==> config.mk <==
export PLATFORM = sky130hd
export DESIGN_NAME = mbls_ctrl
export DESIGN_NICKNAME = d
export VERILOG_FILES = /design/src/rtl/mbls_pkg.sv /design/src/rtl/mbls_ctrl.sv
export SDC_FILE = /design/constraint.sdc
export NUM_CORES = 1
export LEC_CHECK = 0
export BUFFER_PORTS_ARGS = -buffer_cell sky130_fd_sc_hd__buf_2
export CAP_MARGIN = 0
export CORE_MARGIN = 5
export CORE_UTILIZATION = 44
export DETAILED_ROUTE_END_ITERATION = 10
export GPL_TIMING_DRIVEN = 0
export HOLD_SLACK_MARGIN = 0.1
export PLACE_DENSITY = 0.66
export SLEW_MARGIN = 40
export SYNTH_ARGS = -nofsm -noshare
export SYNTH_HDL_FRONTEND = slang
export SYNTH_SLANG_ARGS = --single-unit
==> constraint.sdc <==
create_clock -name clk -period 5.11 [get_ports clk]
set_input_delay 0.511 -clock clk [delete_from_list [all_inputs] [get_ports clk]]
set_output_delay 0.511 -clock clk [all_outputs]
set_load 0.02 [all_outputs]
==> src/rtl/mbls_pkg.sv <==
// shared constants, types and codes for the bounded list store
package mbls_pkg;

    localparam int NUM_SLOTS  = 10;
    localparam int MAX_CAP    = 16;
    localparam int DATA_WIDTH = 32;

    localparam int SLOT_W  = $clog2(NUM_SLOTS);
    localparam int POS_W   = $clog2(MAX_CAP);
    localparam int CNT_W   = $clog2(MAX_CAP + 1);
    localparam int ADDR_W  = $clog2(NUM_SLOTS * MAX_CAP);
    localparam int DEPTH   = NUM_SLOTS * MAX_CAP;

    // request codes
    localparam logic [2:0] REQ_CREATE  = 3'd0;
    localparam logic [2:0] REQ_APPEND  = 3'd1;
    localparam logic [2:0] REQ_POP     = 3'd2;
    localparam logic [2:0] REQ_REMOVE  = 3'd3;
    localparam logic [2:0] REQ_READ    = 3'd4;
    localparam logic [2:0] REQ_RESIZE  = 3'd5;

    // status codes
    localparam logic [3:0] ST_OK        = 4'd0;
    localparam logic [3:0] ST_BAD_SLOT  = 4'd1;
    localparam logic [3:0] ST_EXISTS    = 4'd2;
    localparam logic [3:0] ST_BAD_SIZE  = 4'd3;
    localparam logic [3:0] ST_NO_MEM    = 4'd4;
    localparam logic [3:0] ST_FULL      = 4'd5;
    localparam logic [3:0] ST_NO_SLOT   = 4'd6;
    localparam logic [3:0] ST_EMPTY     = 4'd7;
    localparam logic [3:0] ST_NOT_FOUND = 4'd8;
    localparam logic [3:0] ST_BAD_NEW   = 4'd9;

    typedef enum logic [2:0] {
        S_IDLE,
        S_SEARCH,
        S_SHIFT,
        S_READ,
        S_OUT
    } state_t;

    // element memory port
    typedef struct packed {
        logic                  wr_en;
        logic [ADDR_W-1:0]     wr_addr;
        logic [DATA_WIDTH-1:0] wr_data;
        logic [ADDR_W-1:0]     rd_addr;
    } mem_req_t;

    // slot number and position to memory address
    function automatic logic [ADDR_W-1:0] elem_addr(input logic [SLOT_W-1:0] s,
                                                    input logic [POS_W:0] p);
        logic [ADDR_W+POS_W:0] a;
        begin
            a = ADDR_W'(s) * (ADDR_W+POS_W+1)'(MAX_CAP) + (ADDR_W+POS_W+1)'(p);
            return a[ADDR_W-1:0];
        end
    endfunction

endpackage

==> src/rtl/mbls_ctrl.sv <==
// request sequencer: slot table, search, shift and read-out
module mbls_ctrl
    import mbls_pkg::*;
(
    input  logic                  clk,
    input  logic                  rst_n,
    input  logic                  in_valid,
    output logic                  in_ready,
    input  logic [2:0]            req_type,
    input  logic [3:0]            slot,
    input  logic [31:0]           value,
    input  logic [7:0]            size_arg,
    output logic                  out_valid,
    input  logic                  out_ready,
    output logic [3:0]            status,
    output logic [31:0]           data,
    output logic                  data_valid,
    output logic [4:0]            count,
    output logic                  last,
    output mem_req_t              mem_req,
    input  logic [DATA_WIDTH-1:0] mem_rd_data
);

    state_t state_reg, state_next;

    // slot table
    logic [NUM_SLOTS-1:0] exists_reg;
    logic [CNT_W-1:0]     cap_reg [NUM_SLOTS];
    logic [CNT_W-1:0]     cnt_reg [NUM_SLOTS];

    // request being worked on
    logic [SLOT_W-1:0]     s_reg;
    logic [DATA_WIDTH-1:0] val_reg;
    logic [CNT_W-1:0]      n_reg;
    logic [POS_W:0]        idx_reg, idx_next;

    // output register
    logic                  ov_reg;
    logic [3:0]            st_reg;
    logic [31:0]           dat_reg;
    logic                  dv_reg;
    logic [4:0]            oc_reg;
    logic                  last_reg;

    logic                  out_free;
    logic                  acc;
    logic [SLOT_W-1:0]     in_s;
    logic                  pos_ok;
    logic [CNT_W-1:0]      c_in, k_in;
    logic signed [9:0]     ncap;
    logic signed [8:0]     sz;
    logic [DATA_WIDTH-1:0] in_word;
    logic                  rd_pend_reg;

    assign out_free = !ov_reg || out_ready;
    assign in_ready = (state_reg == S_IDLE) && out_free;
    assign acc      = in_valid && in_ready;
    assign pos_ok   = (slot >= 4'd1) && (slot <= 4'(NUM_SLOTS));
    assign in_s     = SLOT_W'(slot - 4'd1);
    assign c_in     = cnt_reg[in_s];
    assign k_in     = cap_reg[in_s];
    assign sz       = 9'($signed(size_arg));
    assign ncap     = 10'($signed({1'b0, k_in})) + 10'(sz);
    assign in_word  = DATA_WIDTH'(value);

    assign out_valid  = ov_reg;
    assign status     = st_reg;
    assign data       = dat_reg;
    assign data_valid = dv_reg;
    assign count      = oc_reg;
    assign last       = last_reg;

    // state register
    always_ff @(posedge clk or negedge rst_n)
    begin
        if (!rst_n)
        begin
            state_reg <= S_IDLE;
        end
        else
        begin
            state_reg <= state_next;
        end
    end

    // next state and memory addressing
    always_comb
    begin
        state_next      = state_reg;
        idx_next        = idx_reg;
        mem_req.wr_en   = 1'b0;
        mem_req.wr_addr = elem_addr(s_reg, idx_reg);
        mem_req.wr_data = mem_rd_data;
        mem_req.rd_addr = elem_addr(s_reg, idx_reg);
        unique case (state_reg)
            S_IDLE:
            begin
                mem_req.rd_addr = elem_addr(in_s, '0);
                mem_req.wr_addr = elem_addr(in_s, (POS_W+1)'(c_in));
                mem_req.wr_data = in_word;
                idx_next        = '0;
                if (acc && pos_ok && exists_reg[in_s])
                begin
                    priority if (req_type == REQ_APPEND)
                    begin
                        mem_req.wr_en = (c_in < k_in) && (c_in < CNT_W'(MAX_CAP));
                    end
                    else if (req_type == REQ_REMOVE && c_in != '0)
                    begin
                        state_next = S_SEARCH;
                    end
                    else if (req_type == REQ_READ && c_in != '0)
                    begin
                        state_next = S_READ;
                    end
                end
            end
            // one entry compared per cycle while the output register is free, read issued for idx+1
            S_SEARCH:
            begin
                mem_req.rd_addr = elem_addr(s_reg, idx_reg + 1'b1);
                if (out_free)
                begin
                    if (mem_rd_data == val_reg)
                    begin
                        state_next = S_SHIFT;
                    end
                    else if (idx_reg + 1'b1 == (POS_W+1)'(n_reg))
                    begin
                        state_next = S_IDLE;
                    end
                    else
                    begin
                        idx_next = idx_reg + 1'b1;
                    end
                end
                else
                begin
                    mem_req.rd_addr = elem_addr(s_reg, idx_reg);
                end
            end
            // entry idx+1 now on read data: copy down to idx
            S_SHIFT:
            begin
                if (idx_reg + 1'b1 >= (POS_W+1)'(n_reg))
                begin
                    if (out_free)
                    begin
                        state_next = S_IDLE;
                    end
                end
                else
                begin
                    mem_req.wr_en   = 1'b1;
                    mem_req.rd_addr = elem_addr(s_reg, idx_reg + 2'd2);
                    idx_next        = idx_reg + 1'b1;
                end
            end
            // read-out: present entry idx when its read data is valid and the output register is free
            S_READ:
            begin
                if (out_free && rd_pend_reg)
                begin
                    idx_next        = idx_reg + 1'b1;
                    mem_req.rd_addr = elem_addr(s_reg, idx_reg + 1'b1);
                    if (idx_reg + 1'b1 == (POS_W+1)'(n_reg))
                    begin
                        state_next = S_IDLE;
                    end
                end
            end
            S_OUT:
            begin
                state_next = S_IDLE;
            end
            default:
            begin
                state_next = S_IDLE;
            end
        endcase
    end

    // index register; the shift pass picks up the read of idx+1 that was issued in search
    always_ff @(posedge clk)
    begin
        idx_reg <= idx_next;
    end

    // read data valid flag: set once a read address has been held in read-out, cleared when an entry is presented
    always_ff @(posedge clk or negedge rst_n)
    begin
        if (!rst_n)
        begin
            rd_pend_reg <= 1'b0;
        end
        else
        begin
            rd_pend_reg <= (state_reg == S_READ) && !(out_free && rd_pend_reg);
        end
    end

    // request capture
    always_ff @(posedge clk)
    begin
        if (acc)
        begin
            s_reg   <= in_s;
            val_reg <= in_word;
            n_reg   <= c_in;
        end
    end

    // slot table and output register updates
    always_ff @(posedge clk or negedge rst_n)
    begin
        if (!rst_n)
        begin
            exists_reg <= '0;
            for (int i = 0; i < NUM_SLOTS; i++)
            begin
                cap_reg[i] <= '0;
                cnt_reg[i] <= '0;
            end
            ov_reg   <= 1'b0;
            st_reg   <= ST_OK;
            dat_reg  <= '0;
            dv_reg   <= 1'b0;
            oc_reg   <= '0;
            last_reg <= 1'b0;
        end
        else
        begin
            if (ov_reg && out_ready)
            begin
                ov_reg <= 1'b0;
            end
            unique case (state_reg)
                S_IDLE:
                begin
                    if (acc && req_type <= REQ_RESIZE)
                    begin
                        ov_reg   <= 1'b1;
                        dat_reg  <= '0;
                        dv_reg   <= 1'b0;
                        last_reg <= 1'b1;
                        st_reg   <= ST_OK;
                        oc_reg   <= 5'(c_in);
                        if (!pos_ok)
                        begin
                            st_reg <= ST_BAD_SLOT;
                            oc_reg <= '0;
                        end
                        else if (req_type == REQ_CREATE)
                        begin
                            priority if (exists_reg[in_s])
                                st_reg <= ST_EXISTS;
                            else if (sz < 9'sd1)
                                st_reg <= ST_BAD_SIZE;
                            else if (sz > 9'(MAX_CAP))
                                st_reg <= ST_NO_MEM;
                            else
                            begin
                                exists_reg[in_s] <= 1'b1;
                                cap_reg[in_s]    <= CNT_W'(sz);
                                cnt_reg[in_s]    <= '0;
                                oc_reg           <= '0;
                            end
                        end
                        else if (!exists_reg[in_s])
                        begin
                            st_reg <= ST_NO_SLOT;
                        end
                        else
                        begin
                            unique case (req_type)
                                REQ_APPEND:
                                begin
                                    if ((c_in < k_in) && (c_in < CNT_W'(MAX_CAP)))
                                    begin
                                        cnt_reg[in_s] <= c_in + 1'b1;
                                        oc_reg        <= 5'(c_in + 1'b1);
                                    end
                                    else
                                    begin
                                        st_reg <= ST_FULL;
                                    end
                                end
                                REQ_POP:
                                begin
                                    if (c_in == '0)
                                    begin
                                        st_reg <= ST_EMPTY;
                                    end
                                    else
                                    begin
                                        cnt_reg[in_s] <= c_in - 1'b1;
                                        oc_reg        <= 5'(c_in - 1'b1);
                                    end
                                end
                                REQ_REMOVE, REQ_READ:
                                begin
                                    if (c_in == '0)
                                    begin
                                        st_reg <= (req_type == REQ_REMOVE) ? ST_EMPTY : ST_OK;
                                    end
                                    else
                                    begin
                                        ov_reg <= 1'b0;
                                    end
                                end
                                default:
                                begin
                                    priority if (ncap < 10'sd1)
                                        st_reg <= ST_BAD_NEW;
                                    else if (ncap > 10'(MAX_CAP))
                                        st_reg <= ST_NO_MEM;
                                    else
                                    begin
                                        cap_reg[in_s] <= CNT_W'(ncap);
                                        if (10'($signed({1'b0, c_in})) > ncap)
                                        begin
                                            cnt_reg[in_s] <= CNT_W'(ncap);
                                            oc_reg        <= 5'(ncap);
                                        end
                                    end
                                end
                            endcase
                        end
                    end
                end
                S_SEARCH:
                begin
                    if (out_free && mem_rd_data != val_reg
                        && idx_reg + 1'b1 == (POS_W+1)'(n_reg))
                    begin
                        ov_reg   <= 1'b1;
                        st_reg   <= ST_NOT_FOUND;
                        dat_reg  <= '0;
                        dv_reg   <= 1'b0;
                        oc_reg   <= 5'(n_reg);
                        last_reg <= 1'b1;
                    end
                end
                S_SHIFT:
                begin
                    if (idx_reg + 1'b1 >= (POS_W+1)'(n_reg) && out_free)
                    begin
                        cnt_reg[s_reg] <= n_reg - 1'b1;
                        ov_reg   <= 1'b1;
                        st_reg   <= ST_OK;
                        dat_reg  <= '0;
                        dv_reg   <= 1'b0;
                        oc_reg   <= 5'(n_reg - 1'b1);
                        last_reg <= 1'b1;
                    end
                end
                S_READ:
                begin
                    if (out_free && rd_pend_reg)
                    begin
                        ov_reg   <= 1'b1;
                        st_reg   <= ST_OK;
                        dat_reg  <= 32'(mem_rd_data);
                        dv_reg   <= 1'b1;
                        oc_reg   <= 5'(n_reg);
                        last_reg <= (idx_reg + 1'b1 == (POS_W+1)'(n_reg));
                    end
                end
                default:
                begin
                end
            endcase
        end
    end

endmodule

# --- Word-level counts from Yosys, hierarchy flattened ---
# Index checks and enable logic that the tools add are counted.
word_totals:
  out_inout_bits: 94
  register_bits: 204
  word_cells: 275
classes:
  muxes: 130
  n_eq_ne: 40
  n_lt_le_gt_ge: 17
  n_reduce_logical: 36
  n_bitwise: 8
  addsub: 11
op_table:
  columns: ["op", "n"]
  rows:
  - ["$mux W50", 21]
  - ["$bwmux W50", 6]
  - ["$pmux W50 S3", 1]
  - ["$mux W5", 26]
  - ["$mux W32", 4]
  - ["$pmux W32 S4", 1]
  - ["$pmux W50 S2", 1]
  - ["$mux W3", 18]
  - ["$and A50 B50 Y50", 1]
  - ["$not A50 Y50", 1]
  - ["$bmux W5 S4", 2]
  - ["$demux W5 S4", 2]
  - ["$mux W40", 1]
  - ["$pmux W5 S4", 2]
  - ["$add A8 B5 Y8", 4]
  - ["$eq A32 B32 Y1", 1]
  - ["$mux W4", 8]
  - ["$ne A32 B32 Y1", 1]
  - ["$pmux W8 S4", 1]
  - ["$ne A2 B2 Y1 const B", 15]
  - ["$mux W8", 3]
  - ["$mux W1", 23]
  - ["$logic_and A1 B1 Y1", 18]
  - ["$pmux W4 S4", 1]
  - ["54 further kinds", 80]

# --- Depth between registers and ports, before layout ---
depth:
  ltp_word: 16
  mapped_depth: 28
  depth_no_buf: 19

# --- Least setup slack after synthesis ---
# No wires, ideal clock.
synth_timing:
  path_kind: "input to register"
  start: "input slot[0]"
  end: "register cnt_reg[18] (netlist bit)"
  required_ns: 5.023
  t_arrival_ns: 6.521
  path_buffers: 9
  setup_ns: 0.087
  path_slack_ns: -1.498
  stages: 26
  path_cell_list: "buf_6 > buf_4 > buf_4 > buf_1 > inv_1 > ha_1 > buf_2 > buf_2 > clkbuf_1 > mux4_2 > mux2i_1 > o22ai_1 > fa_1 > nand3_1 > nand2_1 > xnor2_1 > inv_1 > ha_1 > and2_0 > and4_1 > o41ai_2 > a31oi_2 > buf_6 > buf_8 > or4_1 > o211ai_1"
synth_between:
  elab_chain_cells: 16
synth_lines:
  columns: ["element", "line_no", "rtl"]
  rows:
  - ["start, declared", "mbls_ctrl.sv:10", "input logic [3:0] slot,"]
  - ["$sub A4 B1 Y4 (*)", "mbls_ctrl.sv:59", "assign in_s = SLOT_W'(slot - 4'd1);"]
  - ["named net in_s[0]", "mbls_ctrl.sv:47", "logic [SLOT_W-1:0] in_s;"]
  - ["$not A4 Y5 (implied by the code)", null, null]
  - ["$bmux W5 S4 (tied with other cells)", "mbls_ctrl.sv:61", "assign k_in = cap_reg[in_s];"]
  - ["$mux W5 (implied by the code) or $logic_and A1 B1 Y1 (tied branches)", null, null]
  - ["$mux W5, on equally long branches", null, null]
  - ["$add A6 B8 Y9 or $demux W5 S4 (tied branches)", null, null]
  - ["$bwmux W50", "mbls_ctrl.sv:322", "cnt_reg[in_s] <= CNT_W'(ncap);"]
  - ["$mux W50", "mbls_ctrl.sv:320", "if (10'($signed({1'b0, c_in})) > ncap)"]
  - ["$mux W50", "mbls_ctrl.sv:315", "else if (ncap > 10'(MAX_CAP))"]
  - ["$mux W50", "mbls_ctrl.sv:313", "priority if (ncap < 10'sd1)"]
  - ["$pmux W50 S3", "mbls_ctrl.sv:275", "unique case (req_type)"]
  - ["$mux W50", "mbls_ctrl.sv:269", "else if (!exists_reg[in_s])"]
  - ["$mux W50", "mbls_ctrl.sv:253", "else if (req_type == REQ_CREATE)"]
  - ["$mux W50", "mbls_ctrl.sv:248", "if (!pos_ok)"]
  - ["$mux W50", "mbls_ctrl.sv:240", "if (acc && req_type <= REQ_RESIZE)"]
  - ["$pmux W50 S2", "mbls_ctrl.sv:237", "unique case (state_reg)"]
  - ["end signal, assigned by index", "mbls_ctrl.sv:280", "cnt_reg[in_s] <= c_in + 1'b1;"]
  - ["end signal, assigned by index", "mbls_ctrl.sv:296", "cnt_reg[in_s] <= c_in - 1'b1;"]
  - ["end signal, assigned by index", "mbls_ctrl.sv:322", null]
  - ["end, declared", "mbls_ctrl.sv:29", "logic [CNT_W-1:0] cnt_reg [NUM_SLOTS];"]
# Mark *: on every way through the listed nets, which the timed path passes. The rest lies on a longest branch. The select of a mux whose other input is x is not followed.
# A chain may end at the register's enable or synchronous reset.

==> results.yml <==
drt:
  postRouteWirelength_mm: 42.4
  drc: 0
  vias: 11500
  drt-vias-per-instance: 6.00
  first_pass_iters: 6
  drt_iter0_drc: 1008
  ant_nets: 0
  wl_per_cell_um: 22.1
yosys:
  synthDistinctLibCells: 86
  synth_edf_count: 46
  synth_top_area_share: 0.312
  synth_nets: 1418
  synth_top_area_cell: "dfrtp_1"
  synthArstFlopShare: 0.775
  ys_top_cells_by_area: "dfrtp_1 31%, edfxtp_1 11%, nand2_1 6.1%"
  synth_warnings: 0
  syn_avg_cell_area_um2: 9.79
  syn_area_um2: 12700
  syn-instance-count: 1296
  ys.flop_type: "dfrtp_1"
  ys_seq_area_frac: 0.421
  ys_ff_latch: 204
timing:
  rsz0062_at_grt: "false"
  setup_tns_ps: 0
  hold_ws_ps: 189
  hold_viol_final: 0
  post-route-min-period_ps: 5040
  max_slew_margin: 0.427
  drv_slew: 0
  finalSetupViolCount: 0
  finClkSkew_ps: 16.0
  fin_crit_sh: 0.987
  fmax_mhz: 198
  worst_pin_slew_ps: 852
cts:
  root_buffer: "clkbuf_16"
  cts.sinks: 204
  clock_latency_ps: 520
  clk_pin_slew_ps: 60
  cts_tree: "done"
  cts.path.max_buffers: 3
  htreeDepth: 1
  cts_buffers: 22
global_route:
  grt.met2_usage: 0.436
  grt_max_degree: 70
  grtUsageTotal: 0.252
  antenna_found_initial: 0
  grt_pass1_vias: 11400
  grt_pass1_wl_mm: 66.2
  grt_use_met3: 0.0459
  top_usage_layer: "met2"
  grt_overflow_total: 0
  use_met1: 0.322
die:
  ioPinCount: 177
  dieArea_um2: 32300
  die_height_um: 180
  initial_core_util: 0.444
  core_area_um2: 28500
  row_count: 62
  die_x_um: 180
critical_path:
  path_max_fanout: 10
  end_kind: "primary output"
  rr_worst_depth: 15
  ff2ff_setup_slack_ps: 450
  r2r_end: "cnt_reg[48]"
  critPathArrivalTime_ps: 4530
  crit_required_ps: 4600
  cp-start-kind: "input pin"
  critPathLaunch: "slot[0]"
  r2r_start: "cap_reg[25]"
  endpoint: "mem_req[48]"
  path_class: "input pin to primary output"
place:
  place_congestion: 0.933
  placed_area_um2: 14300
  portBuffers: 175
  dp_hpwl_mm: 32.4
cells_and_area:
  final_cell_mix: "205 x nand2_1, 178 x buf_2, 158 x dfrtp_1"
  multi_input_area_um2: 7220
  area_growth_pct: 22.2
  seqCellArea_um2: 5340
  drive_gt1_frac: 0.270
  n_fill_cell: 2586
  fin_area_um2: 15500
  nets: 1643
  final_common_cell: "nand2_1"
  n_antenna_cell: 0
status:
  outcome: "finished clean"
power:
  powerDensity_nw_per_um2: 312
  p_leak_nw: 6.94
  vdd_drop_max_mv: 0.199
run:
  maxCapViolCount: 0
hold_path:
  hold_path.class: "input pin to flop"
  min_path_cells: 1
==> Yosys cell counts (all sizes together), types with 8 or more instances <==
library cell / n
nand2: 206
dfrtp: 158
o21ai: 81
mux2: 73
nor2: 69
a21oi: 66
edfxtp: 46
xnor2: 46
clkbuf: 42
ha: 38
a22o: 32
inv: 32
a31oi: 29
nor3: 28
buf: 26
nand3: 24
mux4: 22
nand4: 20
mux2i: 17
o22ai: 17
nand2b: 15
and2: 14
nor4: 12
o211ai: 12
o21bai: 10
or2: 10
a22oi: 9
and3: 9
nor2b: 8
or4: 8
xor2: 8
==> metrics by stage <==
step	power (mW)	setup WS [ps]	std cells	util
after global routing	5.05	3.51	1920	0.543
final	4.83	68.7	1920	0.543
after floorplan	2.68	-134	1296	-
after CTS	4.84	5.27	1912	0.537
after detailed placement	3.16	-1460	1857	0.502
after global placement	3.13	-1380	1855	0.499
==> kinds of logic (layout without fill, tap and decap cells) <==
group,after synthesis,in the layout,synth area share
flip-flops,204,204,0.421
other,1,1,0.000296
buffers and inverters,101,341,0.0354
AND/OR/NAND/NOR,441,441,0.164
AO/OA/AOI/OAI,344,344,0.186
multiplexers,112,112,0.117
XOR/XNOR,54,54,0.0379
adder cells (fa/ha/maj),39,39,0.0391
==> cell type report <==
type,count,share of cell area
Timing Repair Buffer,202,0.0730
Inverter,33,0.00993
Clock buffer,32,0.0438
Tap cell,384,0.0310
Sequential cell,204,0.344
Multi-Input combinational cell,991,0.466
Clock inverter,7,0.00493
Buffer,67,0.0271
==> report_power, final <==
part	leakage [nW]	switching (mW)	total (mW)	internal [mW]
clock	0.367	0.672	1.65	0.976
combinational	3.96	0.858	1.31	0.449
sequential	2.61	0.0843	1.88	1.80
==> worst min path at each step <==
stage                    endpoint  slack (ps)           from
floorplan              cap_reg[0]         220          rst_n
global placement    exists_reg[2]         450  exists_reg[2]
detailed placement       data[13]         430          rst_n
CTS                   val_reg[27]         170      value[27]
global route          val_reg[27]         180      value[27]
finish                val_reg[26]         190      value[26]
==> worst max-delay path, cell delays in order <==
cell	delay [ps]
buf_4	140
buf_12	120
buf_12	110
buf_12	120
buf_12	120
inv_12	70
ha_4	220
buf_12	160
clkbuf_16	170
mux4_2	330
a221o_1	530
ha_1	290
a21o_1	170
a21o_1	190
a21o_1	210
or3_1	390
nor2_1	250
a41o_1	220
buf_2	180
==> timing repair <==
| item | CTS | global route |
|---|---|---|
| hold buffers | 1 | 0 |
| setup buffers | 15 | 8 |
| gates resized for setup | 28 | 20 |
| pin swaps | 14 | 9 |
| endpoints found under the setup margin | 106 | 84 |
| endpoints found under the hold margin | 42 | 0 |
| gates cloned | 1 | 0 |
==> per-layer routing <==
| metal | up-vias | share of wire |
|---|---|---|
| met5 | - | 0 |
| met4 | 0 | 0.032 |
| met3 | 92 | 0.069 |
| met2 | 466 | 0.49 |
| met1 | 5674 | 0.41 |
| li1 | 5296 | - |
Note: power is estimated with default switching activity, not from simulation.
